`src/rtl/fsnl_pkg.sv`:
```
package fsnl_pkg;

  localparam int NameLen   = 11;
  localparam int ExtPos    = 8;
  localparam int NamePosW  = 4;
  localparam int MaxEntW   = 11;
  localparam int IndexW    = 11;
  localparam int FuncW     = 2;
  localparam int PosW      = 5;
  localparam int StatusW   = 3;
  localparam int InDataW   = 16;
  localparam int OutDataW  = 16;
  localparam int ApbAddrW  = 3;
  localparam int ApbDataW  = 32;

  localparam logic [MaxEntW-1:0] MaxEntReset = MaxEntW'(224);

  localparam logic [7:0] CharSpace = 8'h20;
  localparam logic [7:0] CharDot   = 8'h2e;
  localparam logic [7:0] CharLowA  = 8'h61;
  localparam logic [7:0] CharLowZ  = 8'h7a;
  localparam logic [7:0] CharNul   = 8'h00;
  localparam logic [7:0] AttrDirVol = 8'h18;
  localparam logic [7:0] CaseOffset = 8'h20;

  localparam logic [PosW-1:0] PosFirst = PosW'(0);
  localparam logic [PosW-1:0] PosType  = PosW'(NameLen);

  localparam logic [0:0] RegMaxEntries = 1'b0;

  typedef enum logic [FuncW-1:0] {
    FUNC_NEW   = 2'd0,
    FUNC_CHAR  = 2'd1,
    FUNC_ENTRY = 2'd2,
    FUNC_NONE  = 2'd3
  } func_e;

  typedef enum logic [StatusW-1:0] {
    ST_CHECKED  = 3'd0,
    ST_FOUND    = 3'd1,
    ST_END      = 3'd2,
    ST_LIMIT    = 3'd3,
    ST_BAD_NAME = 3'd4
  } status_e;

  typedef logic [7:0] name_t [NameLen];

endpackage

```
`src/rtl/fat_short_name_lookup_top.sv`:
```
// FAT 8.3 short-name lookup over a streamed root directory.
// Input stream: tuser carries the item kind (new search, name character,
// directory entry byte); tdata carries the byte and its offset in the entry.
// A search starts with a new-search transaction, then the name characters,
// then the directory bytes. Only entry bytes 0 and 11 can produce a result:
// end marker, entry limit or bad name at byte 0, found or checked at byte 11.
// Output stream: tuser is the status, tdata the entry index it refers to.
// Each input transaction is handled in the cycle it is accepted; its result,
// if any, shows on the output in the next cycle from the output register.
// Throughput is one transaction per cycle while the output is drained; the
// input is ready whenever the output register is empty or being taken, so a
// stalled receiver holds at most one result and stalls the input after it.
// The entry limit register is written over the APB port and reads back.
// Reset sets the entry limit to 224, clears the output register and leaves
// the search finished, so entry bytes are ignored until a new search.
module fat_short_name_lookup_top #(
  parameter int ENTRY_LIMIT = 1024
) (
  input  logic                              clk_i,
  input  logic                              rst_ni,
  input  logic                              s_axis_tvalid_i,
  output logic                              s_axis_tready_o,
  // [7:0] data, [12:8] byte_pos, [15:13] zero
  input  logic [fsnl_pkg::InDataW-1:0]      s_axis_tdata_i,
  // [1:0] func
  input  logic [fsnl_pkg::FuncW-1:0]        s_axis_tuser_i,
  output logic                              m_axis_tvalid_o,
  input  logic                              m_axis_tready_i,
  // [10:0] entry_index, [15:11] zero
  output logic [fsnl_pkg::OutDataW-1:0]     m_axis_tdata_o,
  // [2:0] status
  output logic [fsnl_pkg::StatusW-1:0]      m_axis_tuser_o,
  input  logic                              psel,
  input  logic                              penable,
  input  logic                              pwrite,
  input  logic [fsnl_pkg::ApbAddrW-1:0]     paddr,
  input  logic [fsnl_pkg::ApbDataW-1:0]     pwdata,
  output logic [fsnl_pkg::ApbDataW-1:0]     prdata,
  output logic                              pready
);
  import fsnl_pkg::*;

  localparam int CntW = $clog2(ENTRY_LIMIT + 1);
  localparam int XW   = (CntW > MaxEntW) ? CntW : MaxEntW;

  logic [MaxEntW-1:0]  max_ent_q;
  name_t               name_q, name_d;
  logic [NamePosW-1:0] npos_q, npos_d;
  logic                bad_q, bad_d;
  logic                mism_q, mism_d;
  logic [CntW-1:0]     cnt_q, cnt_d;
  logic                done_q, done_d;

  logic                out_valid_q;
  status_e             out_status_q;
  logic [IndexW-1:0]   out_index_q;

  logic                in_acc;
  logic [7:0]          in_data;
  logic [PosW-1:0]     in_pos;
  func_e               in_func;
  logic [7:0]          chr;
  logic [7:0]          name_sel;
  logic                res_valid;
  status_e             res_status;
  logic [XW-1:0]       cnt_ext;
  logic [XW-1:0]       max_ext;
  logic                at_limit;
  logic                cfg_wr;

  assign in_data  = s_axis_tdata_i[7:0];
  assign in_pos   = s_axis_tdata_i[12:8];
  assign in_func  = func_e'(s_axis_tuser_i);
  assign s_axis_tready_o = !out_valid_q || m_axis_tready_i;
  assign in_acc   = s_axis_tvalid_i && s_axis_tready_o;

  assign cnt_ext  = XW'(cnt_q);
  assign max_ext  = XW'(max_ent_q);
  assign at_limit = (cnt_ext >= max_ext) || (cnt_q >= CntW'(ENTRY_LIMIT));

  always_comb begin
    name_sel = CharSpace;
    for (int i = 0; i < NameLen; i++) begin
      if (in_pos == PosW'(i)) begin
        name_sel = name_q[i];
      end
    end
  end

  always_comb begin
    chr = in_data;
    if (in_data >= CharLowA && in_data <= CharLowZ) begin
      chr = in_data - CaseOffset;
    end
  end

  always_comb begin
    name_d     = name_q;
    npos_d     = npos_q;
    bad_d      = bad_q;
    mism_d     = mism_q;
    cnt_d      = cnt_q;
    done_d     = done_q;
    res_valid  = 1'b0;
    res_status = ST_CHECKED;
    if (in_acc) begin
      case (in_func)
        FUNC_NEW: begin
          for (int i = 0; i < NameLen; i++) begin
            name_d[i] = CharSpace;
          end
          npos_d = '0;
          bad_d  = 1'b0;
          mism_d = 1'b0;
          cnt_d  = '0;
          done_d = 1'b0;
        end
        FUNC_CHAR: begin
          if (in_data != CharNul) begin
            if (npos_q >= NamePosW'(NameLen)) begin
              bad_d = 1'b1;
            end else if (in_data == CharDot && npos_q <= NamePosW'(ExtPos)) begin
              npos_d = NamePosW'(ExtPos);
            end else begin
              for (int i = 0; i < NameLen; i++) begin
                if (npos_q == NamePosW'(i)) begin
                  name_d[i] = chr;
                end
              end
              npos_d = npos_q + 1'b1;
            end
          end
        end
        FUNC_ENTRY: begin
          if (!done_q) begin
            if (in_pos == PosFirst) begin
              if (bad_q) begin
                done_d = 1'b1; res_valid = 1'b1; res_status = ST_BAD_NAME;
              end else if (at_limit) begin
                done_d = 1'b1; res_valid = 1'b1; res_status = ST_LIMIT;
              end else if (in_data == CharNul) begin
                done_d = 1'b1; res_valid = 1'b1; res_status = ST_END;
              end else begin
                mism_d = (in_data != name_sel);
              end
            end else if (in_pos < PosType) begin
              if (in_data != name_sel) begin
                mism_d = 1'b1;
              end
            end else if (in_pos == PosType) begin
              res_valid = 1'b1;
              if ((in_data & AttrDirVol) == 8'h00 && !mism_q) begin
                done_d     = 1'b1;
                res_status = ST_FOUND;
              end else begin
                res_status = ST_CHECKED;
                if (cnt_q < CntW'(ENTRY_LIMIT)) begin
                  cnt_d = cnt_q + 1'b1;
                end
              end
            end
          end
        end
        default: begin
        end
      endcase
    end
  end

  always_ff @(posedge clk_i or negedge rst_ni) begin
    if (!rst_ni) begin
      for (int i = 0; i < NameLen; i++) begin
        name_q[i] <= CharSpace;
      end
      npos_q <= '0;
      bad_q  <= 1'b0;
      mism_q <= 1'b0;
      cnt_q  <= '0;
      done_q <= 1'b1;
    end else begin
      name_q <= name_d;
      npos_q <= npos_d;
      bad_q  <= bad_d;
      mism_q <= mism_d;
      cnt_q  <= cnt_d;
      done_q <= done_d;
    end
  end

  // Output register: loaded by a result, emptied when the receiver takes it.
  always_ff @(posedge clk_i or negedge rst_ni) begin
    if (!rst_ni) begin
      out_valid_q <= 1'b0;
    end else if (res_valid) begin
      out_valid_q <= 1'b1;
    end else if (m_axis_tready_i) begin
      out_valid_q <= 1'b0;
    end
  end

  always_ff @(posedge clk_i) begin
    if (res_valid) begin
      out_status_q <= res_status;
      out_index_q  <= cnt_ext[IndexW-1:0];
    end
  end

  assign m_axis_tvalid_o = out_valid_q;
  assign m_axis_tuser_o  = out_status_q;
  assign m_axis_tdata_o  = OutDataW'(out_index_q);

  // APB register file.
  assign pready = 1'b1;
  assign cfg_wr = psel && penable && pwrite && pready;

  always_ff @(posedge clk_i or negedge rst_ni) begin
    if (!rst_ni) begin
      max_ent_q <= MaxEntReset;
    end else if (cfg_wr && paddr[2] == RegMaxEntries) begin
      max_ent_q <= pwdata[MaxEntW-1:0];
    end
  end

  always_comb begin
    prdata = '0;
    if (paddr[2] == RegMaxEntries) begin
      prdata = ApbDataW'(max_ent_q);
    end
  end

endmodule

```
`config.mk`:
```
export PLATFORM = sky130hd
export DESIGN_NAME = fat_short_name_lookup_top
export DESIGN_NICKNAME = d
export VERILOG_FILES = /design/src/rtl/fsnl_pkg.sv /design/src/rtl/fat_short_name_lookup_top.sv
export SDC_FILE = /design/constraint.sdc
export NUM_CORES = 1
export LEC_CHECK = 0
export ABC_AREA = 1
export BUFFER_PORTS_ARGS = -buffer_cell sky130_fd_sc_hd__buf_2
export CORE_MARGIN = 2
export CORE_UTILIZATION = 60
export CTS_BUF_LIST = sky130_fd_sc_hd__clkbuf_4
export DETAILED_ROUTE_END_ITERATION = 10
export MAX_ROUTING_LAYER = met4
export PLACE_DENSITY = 0.83
export SYNTH_ARGS = -nofsm -noshare
export SYNTH_HDL_FRONTEND = slang
export SYNTH_SLANG_ARGS = --single-unit
```
`constraint.sdc`:
```
create_clock -name clk_i -period 7.1 [get_ports clk_i]
set_clock_uncertainty 0.05 [all_clocks]
set_input_delay 1.42 -clock clk_i [delete_from_list [all_inputs] [get_ports clk_i]]
set_output_delay 1.42 -clock clk_i [all_outputs]
set_load 0.05 [all_outputs]
```
==> results.md, run 1 <==
- RSZ-0062 raised after global routing: no
- Sequential fraction of the synthesis area: 48.5%
- Post-CTS resize count: 0
- Internal power: ~1200 uW
- Clock root buffer master: clkbuf_4
- Seq cells post-synth: 132
- Hold Buf Count CTS: 0
- Clock Latency Late Sink: approximately 0.54 ns
- Final WL: about 16000 microns
- Max FO, Critical Path: 19
- Vias in the first global route: 5589
- Total GRT Usage: 27.1%
- Top-level I/O count: between 100 and 150
- Area after DPL: roughly 7300 sq um
- Initial cell density of the core: around three fifths
- CP Class: input port to flop
- Period utilisation layout: around half
- Cell Rows: 39
- Setup violators final: 0
- Leak pwr: around 0.0037 uW
- Clk network pwr share: slightly below 30%
- Core area: ~11000 sq um
- Die Area: approximately 13000 sq um
- Clock transition at path regs: 0.10 ns
- Fin. Hold Viols: 0
- Final number of max-transition violations: 0
- Register area: between 3000 and 4000 sq um
- DR pass1 iterations: 7
- Residual DRC count: 0
- Sequential Power Share: between 50% and 60%
- H-Tree Depth: 4
- Setup TNS: 0 ns
- Worst path most repeated cell: nor2_1
- Via density: approximately 5.4
- First-pass GRT wire length: about 26000 microns
- Post-Syn Area: ~7000 sq um
- Tightest Pin Transition: around 1.2 ns
- Critical Path Slowest Stage Cell: nor2_1
- Die Width: ~110 microns
- P&R area growth vs syn: 7.49%
- Critical Path AT: ~3.7 ns
- Total power: ~1700 uW
- Yosys warning count: 0
- Critical path cell sequence: buf_2 -> nor2_2 -> nand3_2 -> a31oi_1 -> nor2_1 -> nor2_1
- Max incr delay on CP: ~0.9 ns
- Overflow after GRT: 0
- Port bufs: 60
- Finished Cell Area: roughly 7500 sq um
- Die height: roughly 110 microns
- Hold WS: ~0.43 ns
- Crit path time final: 3.57 ns
- Multi-input gate area: ~3000 sq um
- Final ANT Viol Nets: 0
- Syn Area/Cell: approximately 7.9 sq um
- Netlist cell types: 39
- Comb pwr share: around 17%
- Rel. slew slack: around 20%
- Antenna violations before repair: 1
- Max VDD drop: 0.164 mV
- Share of cells above drive strength 1: ~15%
- HP Class: flop to flop
- Achievable frequency: roughly 280 MHz
- Psw: just over 500 uW
- Status: complete, no violations
- Largest net degree at the start of global routing: between 60 and 70
- Post-DP HPWL: 11300 microns
- Sw Share: around 31%
- Drt wl/cell: between 10 and 15 microns
- CTS tree: built
- CTS Buffer Depth: 2
- Vias after detailed routing: a little under 6000
- Worst Setup Start Kind: input port
- Max-cap violations: 0
- CTS Buf Count: 17
- Fillers: between 900 and 1000
- Nets: slightly above 1000
- Final GP Congestion: between 0.9 and 1
- CTS sink cnt: about 130
- Post-CTS Setup Inserts: 0
- Crit. End Element: flop
- Pwr dens: approximately 220 nW/um^2
- Initial DRC Count: between 500 and 600
- WP data required: 7.21 ns
- Synthesized instance count: between 800 and 900
==> final timing paths <==
path,start,end,slack [ns],cells after the start
setup / recovery,s_axis_tdata_i[10],out_index_q[9],3.53,6
hold / removal,name_q[35],name_q[35],0.43,2
setup reg to reg,max_ent_q[6],out_index_q[9],4.08,10
hold reg to reg,name_q[35],name_q[35],0.43,2
max in group asynchronous,rst_ni,max_ent_q[9],4.85,2
min in group asynchronous,rst_ni,cnt_ext[4],0.88,1
==> Yosys cell counts, drive strengths merged <==
cell type | n | area, sq um
buf | 41 | 272
dfrtp | 103 | 2580
o22ai | 3 | 18.8
xnor2 | 1 | 8.76
clkbuf | 15 | 56.3
ha | 17 | 213
or2 | 13 | 81.3
conb | 2 | 7.51
o311ai | 1 | 8.76
nor3b | 3 | 22.5
nor3 | 11 | 71.3
o21bai | 3 | 22.5
o21a | 2 | 15.0
nor2 | 82 | 355
edfxtp | 14 | 420
nand4 | 36 | 225
a21oi | 28 | 140
dfstp | 15 | 394
xor2 | 2 | 17.5
nand2 | 248 | 938
o2111ai | 1 | 8.76
nand3 | 35 | 185
a21boi | 1 | 7.51
nand3b | 2 | 15.0
inv | 88 | 330
nor4 | 2 | 12.5
o21ai | 111 | 556
a31oi | 3 | 18.8
==> kinds of logic after synthesis <==
logic type | after synthesis | share of synthesized area, %
simple gates | 432 | 27.2
compound gates | 153 | 11.4
buf+inv | 144 | 9.40
flops | 132 | 48.5
fa+ha+maj | 17 | 3.04
xor+xnor | 3 | 0.375
other cells | 2 | 0.107
==> layer usage <==
layer  global-route usage [%]  vias to the layer above  part of all wire, %  wire, microns
li1                         -                     2928                    -              -
met1                     34.3                     2713                   44           6940
met2                     43.3                      190                   47           7400
met3                     6.97                       24                  6.4            997
met4                     8.46                        0                  1.7            271
met5                        -                        -                    0              0
==> power by group through the flow <==
stage	sequential, uW	combinational (uW)	clock (uW)
5_1_grt	902	329	533
6_report	894	288	490
3_5_place_dp	907	288	0
4_1_cts	892	289	496
3_3_place_gp	903	279	0
2_1_floorplan	896	227	0
==> layout by cell type (no fill, tap or decap), drive strengths merged, types with 13 or more instances in the layout <==
cell      n
conb     27
inv      88
ha       17
dfstp    15
a21oi    28
or2      13
clkbuf   24
nor2     82
buf      61
dfrtp   103
nand4    36
o21ai   111
edfxtp   14
nand3    35
nand2   248
==> final cells by class <==
class | count | share of cell area, %
Clock buffer | 24 | 2.39
Tap cell | 143 | 2.38
Antenna cell | 1 | 0.0333
Clock inverter | 8 | 1.15
Sequential cell | 132 | 45.1
Timing Repair Buffer | 61 | 4.12
Multi-Input combinational cell | 632 | 40.4
Inverter | 88 | 4.39
==> sequential cells by signal (all words and copies together) (netlist names) <==
register	cells
max_ent_q	11
m_axis_tuser_o	3
out_index_q	11
name_q	88
done_q	1
mism_q	1
m_axis_tvalid_o	1
bad_q	1
npos_q	4
cnt_ext	11
==> stage by stage <==
| stage | worst slack, ns | instances | util, % |
|---|---|---|---|
| after floorplan | 3.35 | 908 | - |
| after global placement | 3.09 | 1056 | 63.5 |
| after detailed placement | 3.08 | 1056 | 63.5 |
| after CTS | 3.64 | 1088 | 65.9 |
| after global routing | 3.38 | 1089 | 65.9 |
| final | 3.53 | 1089 | 65.9 |
==> worst max-delay path, delay by kind of cell <==
family                 cells  cell delay [ns]
AOI/OAI and AO/OA          1             0.25
buffers and inverters      1             0.13
and+or+nand+nor            4             1.86
Note: power is estimated with default switching activity, not from simulation.
==> run 2: changes to the inputs <==
Settings changed: ABC_AREA 1 to 0, CORE_UTILIZATION 60 to 59, PLACE_DENSITY 0.83 to 0.82.
Clock period 7.1 ns to 3.5 ns, I/O delays scaled along.
==> run 2 against run 1 <==
Setup slack worse by 2.9 ns; combinational power rose by 140%; sequential power grew 100%; sequential share of layout area shrank 2.3 points; total power grew 110%; synthesized area increased by 3.3%; critical endpoint is now name_q[17].
==> results.md, run 2 <==
- Status: complete, no violations
- Tightest Pin Transition: between 1 and 1.5 ns
- GRT met2 Usage: between 40% and 50%
- Overflow after GRT: 0
- Residual DRC count: 0
- CTS Buf Count: 17
- Max FO, Critical Path: 11
- Die height: ~110 microns
- Ys async rst share: ~89%
- Seq cells post-synth: ~130
- Fillers: approximately 910
- Via density: around 6.1
- Post-CTS resize count: 0
- Max incr delay on CP: around 0.60 ns
- P&R area growth vs syn: 9.62%
- Netlist cell types: 67
- Post-DP HPWL: around 12000 microns
- Nets: 799
- Post-Syn Area: 7230 sq um
- Crit. End Element: flop
- CTS Buffer Depth: 2
- Commonest non-fill, non-tap cell in the layout: mux2_2
- Top-level I/O count: 114
- DR pass1 iterations: 6
- Top cells by count, synth: mux2_2 (107), dfrtp_1 (103), nand2_1 (49)
- Max reg flops: between 80 and 90
- N_diodes: 0
- Capturing point of the worst reg2reg path: name_q[17]
- Area share of the largest cell type after synthesis: between 30% and 40%
- Busiest grt layer: met2
- Most frequent cells in the layout: mux2_2 (107), dfrtp_1 (103), buf_2 (59)
- Clock root buffer master: clkbuf_4
- Leading area contributor after synthesis: dfrtp_1
- HP Class: input port to asynchronous set/reset pin
- Sequential fraction of the synthesis area: 46.9%
- Critical Path Slowest Stage Cell: a21boi_1
- Max-cap violations: 0
- CTS sink cnt: ~130
- Setup violators final: 0
- Hold Buf Count CTS: 0
- Largest net degree at the start of global routing: 59
- Syn Area/Cell: between 10 and 15 sq um
- Hold WS: 0.127 ns
- Met1 Usage GRT: between 30% and 40%
- Max VDD drop: between 0.3 and 0.4 mV
- Total GRT Usage: approximately 28%
- Critical Path AT: approximately 3.3 ns
- Critical path cell sequence: ha_1 -> o21ai_0 -> nand3_1 -> a21boi_1 -> nand2_1 -> mux2_2
- Final GP Congestion: a little under 1
- Crit path time final: roughly 2.9 ns
- Number of flops mapped to enable cells by yosys: 14
- Multi-input gate area: about 3500 sq um
- Initial DRC Count: 427
- Final ANT Viol Nets: 0
- Final number of max-transition violations: 0
- Yosys warning count: 0
- Worst reg2reg path startpoint: npos_q[1]
- Share of cells above drive strength 1: approximately a third
- Cell Rows: 40
- Worst reg2reg path depth: 6
- Fin. Hold Viols: 0
- Register area: roughly 3400 sq um
- Setup TNS: 0 ns
- Pwr dens: 447 nW/um^2
- Vias in the first global route: 5355
- Die Width: 115 microns
- Die Area: approximately 13000 sq um
- Clock transition at path regs: 0.12 ns
- Reg2Reg Setup Slack: 0.63 ns
- Antenna violations before repair: 0
- Final WL: roughly 17000 microns
- CP Class: flop to flop
- Count leader, synth: mux2_2
- Achievable frequency: ~350 MHz
- Initial cell density of the core: between 60 and 70%
- Period utilisation layout: 82.0%
- Drt wl/cell: 18.9 microns
- RSZ-0062 raised after global routing: no
- Core area: 12000 sq um
- WP data required: around 3.9 ns
- Worst Setup Start Kind: flop
- Leak pwr: approximately 0.0038 uW
- First-pass GRT wire length: between 20000 and 30000 microns
- CTS tree: built
- Synthesized instance count: 658
- Port bufs: 60
- Biggest register: name_q
- H-Tree Depth: 4
- Post-CTS Setup Inserts: 0
- Rel. slew slack: 18.5%
- Ys flop type: dfrtp_1
- M3 GR Usage: 7.31%
- Vias after detailed routing: between 5000 and 6000
- Clock Latency Late Sink: ~0.57 ns
- Top post-synthesis cells by area: dfrtp_1 (36%), mux2_2 (17%), edfxtp_1 (5.8%), dfstp_2 (5.4%), buf_4 (3.1%)
==> run 2: worst max-delay path: cells and delay by family (launching register included) <==
kind,cells,cell delay [ns]
AND/OR/NAND/NOR,2,0.64
flip-flops,1,0.44
adder cells (fa/ha/maj),1,0.26
multiplexers,1,0.41
AO/OA/AOI/OAI,2,0.96
==> run 2: kinds of logic (layout without fill, tap and decap cells) <==
kind of cell / Yosys count / after routing / synth area share (%)
and+or+nand+nor: 171 / 171 / 12.1
DFF: 132 / 132 / 46.9
muxes: 128 / 128 / 20.3
AOI/OAI and AO/OA: 110 / 110 / 10.4
buffers and inverters: 91 / 143 / 6.43
adders and majority gates: 17 / 17 / 2.94
xor gates and xnor gates: 7 / 7 / 0.848
other: 2 / 27 / 0.104
==> run 2: worst max-delay path by stage <==
stage / startpoint / slack, ns / endpoint
floorplan: s_axis_tdata_i[12] / 0.61 / mism_q
global placement: s_axis_tdata_i[12] / 0.28 / mism_q
detailed placement: s_axis_tdata_i[5] / 0.17 / name_q[86]
CTS: npos_q[1] / 0.29 / name_q[84]
global route: npos_q[0] / 0.38 / name_q[84]
finish: npos_q[1] / 0.63 / name_q[17]
==> run 2: area by class of cell <==
cell class | count | area share (%)
Clock buffer | 19 | 1.80
Clock inverter | 13 | 1.88
Inverter | 30 | 1.42
Multi-Input combinational cell | 460 | 43.8
Sequential cell | 132 | 42.8
Tap cell | 147 | 2.32
Timing Repair Buffer | 81 | 5.96
==> run 2: per-stage QoR <==
step / power [uW] / utilization [%] / area (sq um) / setup slack (ns) / std cells
after floorplan: 2330 / - / 7330 / 0.612 / 683
after global placement: 2470 / 63.6 / 7640 / 0.281 / 850
after detailed placement: 2510 / 63.6 / 7640 / 0.168 / 850
after CTS: 3550 / 66.0 / 7930 / 0.290 / 882
after global routing: 3710 / 66.0 / 7930 / 0.382 / 882
final: 3550 / 66.0 / 7930 / 0.630 / 882
==> run 2: layer usage <==
layer | vias to the layer above | routed length [microns]
met1 | 2619 | 7090
met2 | 232 | 7990
met4 | 0 | 379
met3 | 39 | 1250
met5 | - | 0
li1 | 2453 | -
==> run 2: power breakdown <==
part	switching, uW	internal, uW	leakage [uW]
logic	420	271	0.00193
registers	87.9	1710	0.00169
clock network	609	450	0.000156
